File: src/rtl/cls_pkg.sv
// Shared types and constants for the covariance linear segmenter.
// Used by the controller, datapath, divider and top level; no dependencies.
package cls_pkg;

  localparam int DEF_MAX_SEGMENT = 256;
  localparam int DEF_SAMPLE_BITS = 16;
  localparam int FRAC_BITS       = 24;
  localparam int CFG_W           = 16;
  localparam int OUT_POINTS_W    = 9;
  localparam int OUT_FIX_W       = 48;

  typedef enum logic [3:0] {
    CS_IDLE,
    CS_UPD,
    CS_SX,
    CS_PROD,
    CS_NUMDEN,
    CS_DIV1,
    CS_WAIT1,
    CS_MULSX,
    CS_DIV2,
    CS_WAIT2,
    CS_VSTART,
    CS_VWAIT,
    CS_EMIT,
    CS_FLUSH
  } ctrl_state_t;

  typedef enum logic [3:0] {
    DP_NOP,
    DP_LATCH,
    DP_UPD,
    DP_SX,
    DP_PROD,
    DP_NUMDEN,
    DP_DIV_SLOPE,
    DP_MULSX,
    DP_DIV_ICPT,
    DP_VSTART,
    DP_COMMIT,
    DP_EMIT_FULL,
    DP_EMIT_FAIL,
    DP_EMIT_FLUSH,
    DP_CLEAR
  } dp_op_t;

  typedef enum logic [1:0] {
    EK_FULL,
    EK_FAIL,
    EK_FLUSH
  } emit_kind_t;

  typedef enum logic [1:0] {
    DIV_IDLE,
    DIV_ABS,
    DIV_RUN,
    DIV_FIX
  } div_state_t;

  typedef struct packed {
    logic full;
    logic ge2;
    logic div_done;
    logic ver_done;
    logic ver_fail;
    logic out_free;
  } dp_status_t;

endpackage

File: src/rtl/cls_ctrl.sv
// Controller state machine: sequences sums, fit, divisions, check and emission.
// Depends on cls_pkg; drives cls_datapath through an operation code.
module cls_ctrl (
  input  logic                clk,
  input  logic                rst_n,
  input  logic                in_valid,
  input  logic                in_opcode,
  output logic                in_ready,
  input  cls_pkg::dp_status_t status,
  output cls_pkg::dp_op_t     op
);

  cls_pkg::ctrl_state_t state_r, state_nxt;
  cls_pkg::emit_kind_t  kind_r, kind_nxt;

  always_ff @(posedge clk) begin
    if (!rst_n) begin
      state_r <= cls_pkg::CS_IDLE;
      kind_r  <= cls_pkg::EK_FULL;
    end else begin
      state_r <= state_nxt;
      kind_r  <= kind_nxt;
    end
  end

  always_comb begin
    state_nxt = state_r;
    kind_nxt  = kind_r;
    op        = cls_pkg::DP_NOP;
    in_ready  = 1'b0;
    case (state_r)
      cls_pkg::CS_IDLE: begin
        in_ready = 1'b1;
        if (in_valid) begin
          op = cls_pkg::DP_LATCH;
          if (in_opcode) begin
            state_nxt = cls_pkg::CS_FLUSH;
          end else if (status.full) begin
            kind_nxt  = cls_pkg::EK_FULL;
            state_nxt = cls_pkg::CS_EMIT;
          end else begin
            state_nxt = cls_pkg::CS_UPD;
          end
        end
      end
      cls_pkg::CS_UPD: begin
        op        = cls_pkg::DP_UPD;
        state_nxt = cls_pkg::CS_SX;
      end
      cls_pkg::CS_SX: begin
        if (status.ge2) begin
          op        = cls_pkg::DP_SX;
          state_nxt = cls_pkg::CS_PROD;
        end else begin
          state_nxt = cls_pkg::CS_IDLE;
        end
      end
      cls_pkg::CS_PROD: begin
        op        = cls_pkg::DP_PROD;
        state_nxt = cls_pkg::CS_NUMDEN;
      end
      cls_pkg::CS_NUMDEN: begin
        op        = cls_pkg::DP_NUMDEN;
        state_nxt = cls_pkg::CS_DIV1;
      end
      cls_pkg::CS_DIV1: begin
        op        = cls_pkg::DP_DIV_SLOPE;
        state_nxt = cls_pkg::CS_WAIT1;
      end
      cls_pkg::CS_WAIT1: begin
        if (status.div_done) state_nxt = cls_pkg::CS_MULSX;
      end
      cls_pkg::CS_MULSX: begin
        op        = cls_pkg::DP_MULSX;
        state_nxt = cls_pkg::CS_DIV2;
      end
      cls_pkg::CS_DIV2: begin
        op        = cls_pkg::DP_DIV_ICPT;
        state_nxt = cls_pkg::CS_WAIT2;
      end
      cls_pkg::CS_WAIT2: begin
        if (status.div_done) state_nxt = cls_pkg::CS_VSTART;
      end
      cls_pkg::CS_VSTART: begin
        op        = cls_pkg::DP_VSTART;
        state_nxt = cls_pkg::CS_VWAIT;
      end
      cls_pkg::CS_VWAIT: begin
        if (status.ver_done) begin
          if (status.ver_fail) begin
            kind_nxt  = cls_pkg::EK_FAIL;
            state_nxt = cls_pkg::CS_EMIT;
          end else begin
            op        = cls_pkg::DP_COMMIT;
            state_nxt = cls_pkg::CS_IDLE;
          end
        end
      end
      cls_pkg::CS_FLUSH: begin
        if (status.ge2) begin
          kind_nxt  = cls_pkg::EK_FLUSH;
          state_nxt = cls_pkg::CS_EMIT;
        end else begin
          op        = cls_pkg::DP_CLEAR;
          state_nxt = cls_pkg::CS_IDLE;
        end
      end
      cls_pkg::CS_EMIT: begin
        // Holds until the output register can take the new beat.
        if (status.out_free) begin
          state_nxt = cls_pkg::CS_IDLE;
          case (kind_r)
            cls_pkg::EK_FULL:  op = cls_pkg::DP_EMIT_FULL;
            cls_pkg::EK_FAIL:  op = cls_pkg::DP_EMIT_FAIL;
            cls_pkg::EK_FLUSH: op = cls_pkg::DP_EMIT_FLUSH;
            default:           op = cls_pkg::DP_EMIT_FLUSH;
          endcase
        end
      end
      default: begin
        state_nxt = cls_pkg::CS_IDLE;
      end
    endcase
  end

endmodule
File: config.mk
export PLATFORM = sky130hd
export DESIGN_NAME = cls_ctrl
export DESIGN_NICKNAME = d
export VERILOG_FILES = /design/src/rtl/cls_pkg.sv /design/src/rtl/cls_ctrl.sv
export SDC_FILE = /design/constraint.sdc
export NUM_CORES = 1
export LEC_CHECK = 0
export ABC_AREA = 1
export BUFFER_PORTS_ARGS = -buffer_cell sky130_fd_sc_hd__buf_2
export CORE_MARGIN = 4
export CORE_UTILIZATION = 45
export DETAILED_ROUTE_END_ITERATION = 10
export GPL_TIMING_DRIVEN = 0
export MAX_ROUTING_LAYER = met4
export PLACE_DENSITY = 0.75
export SKIP_CTS_REPAIR_TIMING = 1
export SYNTH_ARGS = -nofsm -noshare
export SYNTH_HDL_FRONTEND = slang
export SYNTH_SLANG_ARGS = --single-unit
File: constraint.sdc
create_clock -name clk -period 2.3 [get_ports clk]
set_input_delay 0.115 -clock clk [delete_from_list [all_inputs] [get_ports clk]]
set_output_delay 0.115 -clock clk [all_outputs]
set_load 0.02 [all_outputs]
[Word-level counts from Yosys, hierarchy flattened]
Index checks and enable logic that the tools add are counted.
Storage, ports and cells
  bits in registers: 6
  input bits: 10
Cells by class
  equal/unequal tests: 23
  multiplexer cells: 26
  reduce and logical (&&, ||, !) cells: 5
Operators with widths (number)
  4-bit case mux with 14 select lines: 1
  4-bit 2-to-1 mux: 13
  4-bit case mux with 12 select lines: 1
  4-bit equality test, second input constant: 6
  2-bit inequality test, second input constant: 9
  4-bit by 3-bit equality test with 1-bit output, second input constant: 4
  2-bit 2-to-1 mux: 7
  4-bit by 2-bit equality test with 1-bit output, second input constant: 2
  7-bit AND reduction: 1
  2-bit case mux with 3 select lines: 1
  3-bit case mux with 2 select lines: 1
  5-bit AND reduction: 1
  4-bit by 1-bit equality test with 1-bit output, second input constant: 1
  4-bit zero test: 1
  3-bit nonzero test: 1
  2-bit by 1-bit equality test with 1-bit output, second input constant: 1
  2-bit zero test: 1
  1-bit 2-to-1 mux: 2

[Logic depth before layout (Yosys ltp)]
  depth in word-level cells: 4
  depth in mapped cells: 10

[Worst setup path after synthesis]
Ideal clock, no wire load.
  path kind: reg-to-output
  start point: register state_r[0]
  end point: output port op[1]
  arrival: 1148 ps
  required time: 2185 ps
  slack: 1037 ps
  stages on the path, launching flop included: 8
  path buffers: 1
  cells stage by stage: dfxtp_1 > clkbuf_2 > nand2_1 > inv_1 > nand3b_1 > nor2_1 > nor2_1 > o2111ai_1
On the way
  cells in the longest elaborated chain, start to end: 2
  elaborated cells between the ends (all ways): 13
  those cells by class: 11 x eq/ne; 1 x mux; 1 x reduce/logical
RTL lines
  start, declared: line cls_ctrl.sv:13  | cls_pkg::ctrl_state_t state_r, state_nxt;
  start signal, assigned: line cls_ctrl.sv:18  | state_r <= cls_pkg::CS_IDLE;
  start signal, assigned: line cls_ctrl.sv:21  | state_r <= state_nxt;
  4-bit equality test, or another cell as far along: line cls_ctrl.sv:31  | case (state_r)
  4-bit case mux with 12 select lines *: line cls_ctrl.sv:31
  end, declared: line cls_ctrl.sv:10  | output cls_pkg::dp_op_t op
Mark *: on every way between the ends. The rest lies on a longest branch, timed or not.

[Final worst setup path]
Ends and elaborated chain as after synthesis.

==> flow_metrics.py <==
metrics = {
    "sta": {
        "tightest_slew_ns": 0.318,
        "slew_viol_final": 0,
        "timing.fmax_mhz": 571,
        "grt_setup_unrepaired": "no",
        "finalSetupTns_ns": 0,
        "skew_ns": 0.00167,
        "finalSetupViolCount": 0,
        "maxSlewHeadroom": 0.788,
        "hold_violations": 0,
        "fin_crit_ns": 1.75,
        "whs_ns": 0.118,
        "min_period_over_period": 0.762,
    },
    "yosys": {
        "ys_ff_latch": 6,
        "yosys.area_share.simple": 0.557,
        "synth.area.mux_share": 0,
        "yosysTopAreaCellShare": 0.192,
        "synth_top_family_by_area": "simple AND/OR/NAND/NOR gates",
        "ys_types": 19,
        "synth.avg_cell_area_um2": 5.39,
        "synth_cells": 123,
        "synth-xor-area-share": 0,
        "yosysSeqAreaShare": 0.181,
        "netlist_area_um2": 663,
        "syn_nets": 133,
        "synth_compound_area_frac": 0.119,
        "synthTopCellsByArea": "nand2_1, dfxtp_1, inv_1, nand3_1, nor2_1",
        "yosys.area.top_type": "nand2_1",
        "synthAdderAreaFrac": 0,
        "yosysWarnings": 0,
    },
    "setup_path": {
        "crit_chain": "clkbuf_2, nand2_1, inv_1, nand3b_1, nor2_1, nor2_1, o2111ai_1, buf_2",
        "start_kind": "flip-flop",
        "worstSetupPathType": "flip-flop to output port",
        "crit_start": "state_r[0]",
        "end_kind": "output port",
        "critical_path_peak_fanout": 8,
        "worstReg2RegStart": "state_r[1]",
        "crit_arrival_ns": 1.64,
        "reg2reg_slack_ns": 0.90,
        "endpoint": "op[1]",
        "reg2regPathDepth": 9,
        "cp_num_cells": 8,
        "slowest_delay_ns": 0.30,
        "critPathRequiredTime_ns": 2.18,
        "path_buf_inv": 3,
        "crit_top_cell": "nor2_1",
        "critPathTopFamily": "buffers and inverters",
        "r2r-end": "kind_r[1]",
        "cpMaxStageDelayCell": "dfxtp_1",
    },
    "routing": {
        "vias_per_cell": 5.03,
        "drtIter0Drc": 28,
        "wire_per_inst_um": 10.9,
        "drc": 0,
        "route.vias.total": 780,
        "ant_nets": 0,
        "totalWireLength_um": 1690,
        "dr.pass1.iters": 4,
    },
    "global_route": {
        "grt_antenna_before_repair": 0,
        "grt_pass1_vias": 656,
        "grt_pass1_wl_um": 2750,
        "grt-ovfl-total": 0,
        "track_usage": 0.189,
        "grt_max_degree": 9,
    },
    "clock_network": {
        "cts_inserted_buffers": 3,
        "cts_tree": "yes",
        "clkLatencyLatePin_ns": 0.24,
        "clkTransAtPathRegs_ns": 0.04,
        "cts_max_path_buffers": 2,
        "h-tree-depth": 1,
        "cts_root_buf": "clkbuf_4",
        "cts.sinks": 6,
    },
    "finish": {
        "seq_area_um2": 120,
        "diodes": 0,
        "fillers": 159,
        "syn_to_final_growth_pct": 16.8,
        "drive_gt1_frac": 0.243,
        "nNetsFinal": 152,
        "multi_input_area_um2": 448,
    },
    "floorplan": {
        "dieArea_mm2": 0.00215,
        "initial_core_util": 0.491,
        "die_y_um": 46.4,
        "fp.coreArea_mm2": 0.00135,
        "ios": 15,
        "die_w_um": 46.4,
        "num_rows": 13,
    },
    "placement": {
        "portBuffers": 14,
        "place_congestion": 0.869,
        "dp.final_hpwl_um": 1420,
    },
    "pwr": {
        "p_comb_frac": 0.737,
        "p_sw_uw": 655,
        "vdd_drop_max_mv": 0.704,
        "p_int_uw": 510,
        "clockPowerShare": 0.079,
        "pwr-share-seq": 0.183,
        "powerDensity_mw_per_mm2": 1500,
        "switching_share": 0.562,
        "leakagePower_uw": 0.000460,
    },
    "flow_run": {
        "drv_cap": 0,
    },
    "hold_path": {
        "holdCritPathClass": "input port to flip-flop",
        "min-delay-start": "rst_n",
    },
    "run_status": {
        "status": "finished clean",
    },
}
per-stage QoR:
stage,cell area (um2),setup slack (ns),power (uW),utilization,cells
floorplan,663,1.04,871,-,123
global placement,752,0.834,1060,0.557,152
detailed placement,752,0.814,1070,0.557,152
CTS,774,0.550,1170,0.574,155
global route,774,0.414,1300,0.574,155
finish,774,0.548,1170,0.574,155
worst register-to-register path: stages (launching register included):
cell and delay [ns]:
dfxtp_1 0.44, inv_1 0.11, nand2_1 0.10, nor2_1 0.06
nand2_1 0.18, nand2_1 0.08, nor2_1 0.13, nand3_1 0.09
nand2_1 0.07, nor2_1 0.04
sequential cells by signal, indices dropped and copies added, names as in the netlist:
name and count:
state_r 4, kind_r 2
Yosys cell counts (all sizes together):
cell type and instances:
a21oi 4, nand4 3, or2 1, clkbuf 1
nand2 36, inv 24, nor2 21, dfxtp 6
nand3b 1, o2111ai 2, o22ai 1, o21ai 4
nand3 17, o21bai 2
kinds of logic (layout without fill, tap and decap cells):
logic type	Yosys count	count (layout)
AO/OA/AOI/OAI	13	13
buffers and inverters	25	42
flip-flops	6	6
AND/OR/NAND/NOR	79	79
power by group through the flow:
stage / Sequential [uW] / Clock (uW) / Combinational, uW
after global placement: 212 / 0 / 846
after detailed placement: 215 / 0 / 856
final: 214 / 92.5 / 859
after global routing: 224 / 105 / 970
after floorplan: 205 / 0 / 666
after CTS: 213 / 97.5 / 862
final cells by class:
| cell class | count | share of cell area |
|---|---|---|
| inverters | 24 | 0.116 |
| well taps | 15 | 0.0242 |
| flip-flops and latches | 6 | 0.155 |
| plain buffers | 1 | 0.00646 |
| repair buffers | 14 | 0.0905 |
| clock buffers | 3 | 0.0291 |
| multi-input cells | 92 | 0.578 |
worst min-delay path by stage:
stage	endpoint	slack [ns]	cells after the start
detailed placement	kind_r[0]	0.37	3
global placement	kind_r[0]	0.37	3
finish	kind_r[0]	0.12	3
floorplan	kind_r[1]	0.24	2
CTS	kind_r[0]	0.11	3
global route	kind_r[0]	0.12	3
routing by layer:
layer  vias up  global-route usage  part of all wire  routed length, um
met4         0               0.102            0.0077                 13
met5         -                   -                 0                  0
li1        423                   -                 -                  -
met1       331               0.236              0.44                750
met2        24               0.288              0.47                787
met3         2              0.0273             0.079                134
layout by cell type (no fill, tap or decap), types with 3 or more instances in the layout:
master    netlist  final
a21oi_1         4      4
buf_2           0     14
clkbuf_4        0      3
dfxtp_1         6      6
inv_1          19     19
inv_2           5      5
nand2_1        34     34
nand3_1        14     14
nand3_2         3      3
nand4_1         3      3
nor2_1         16     16
nor2_2          4      4
o21ai_0         4      4
No activity file was read; power rests on OpenSTA's default activity.
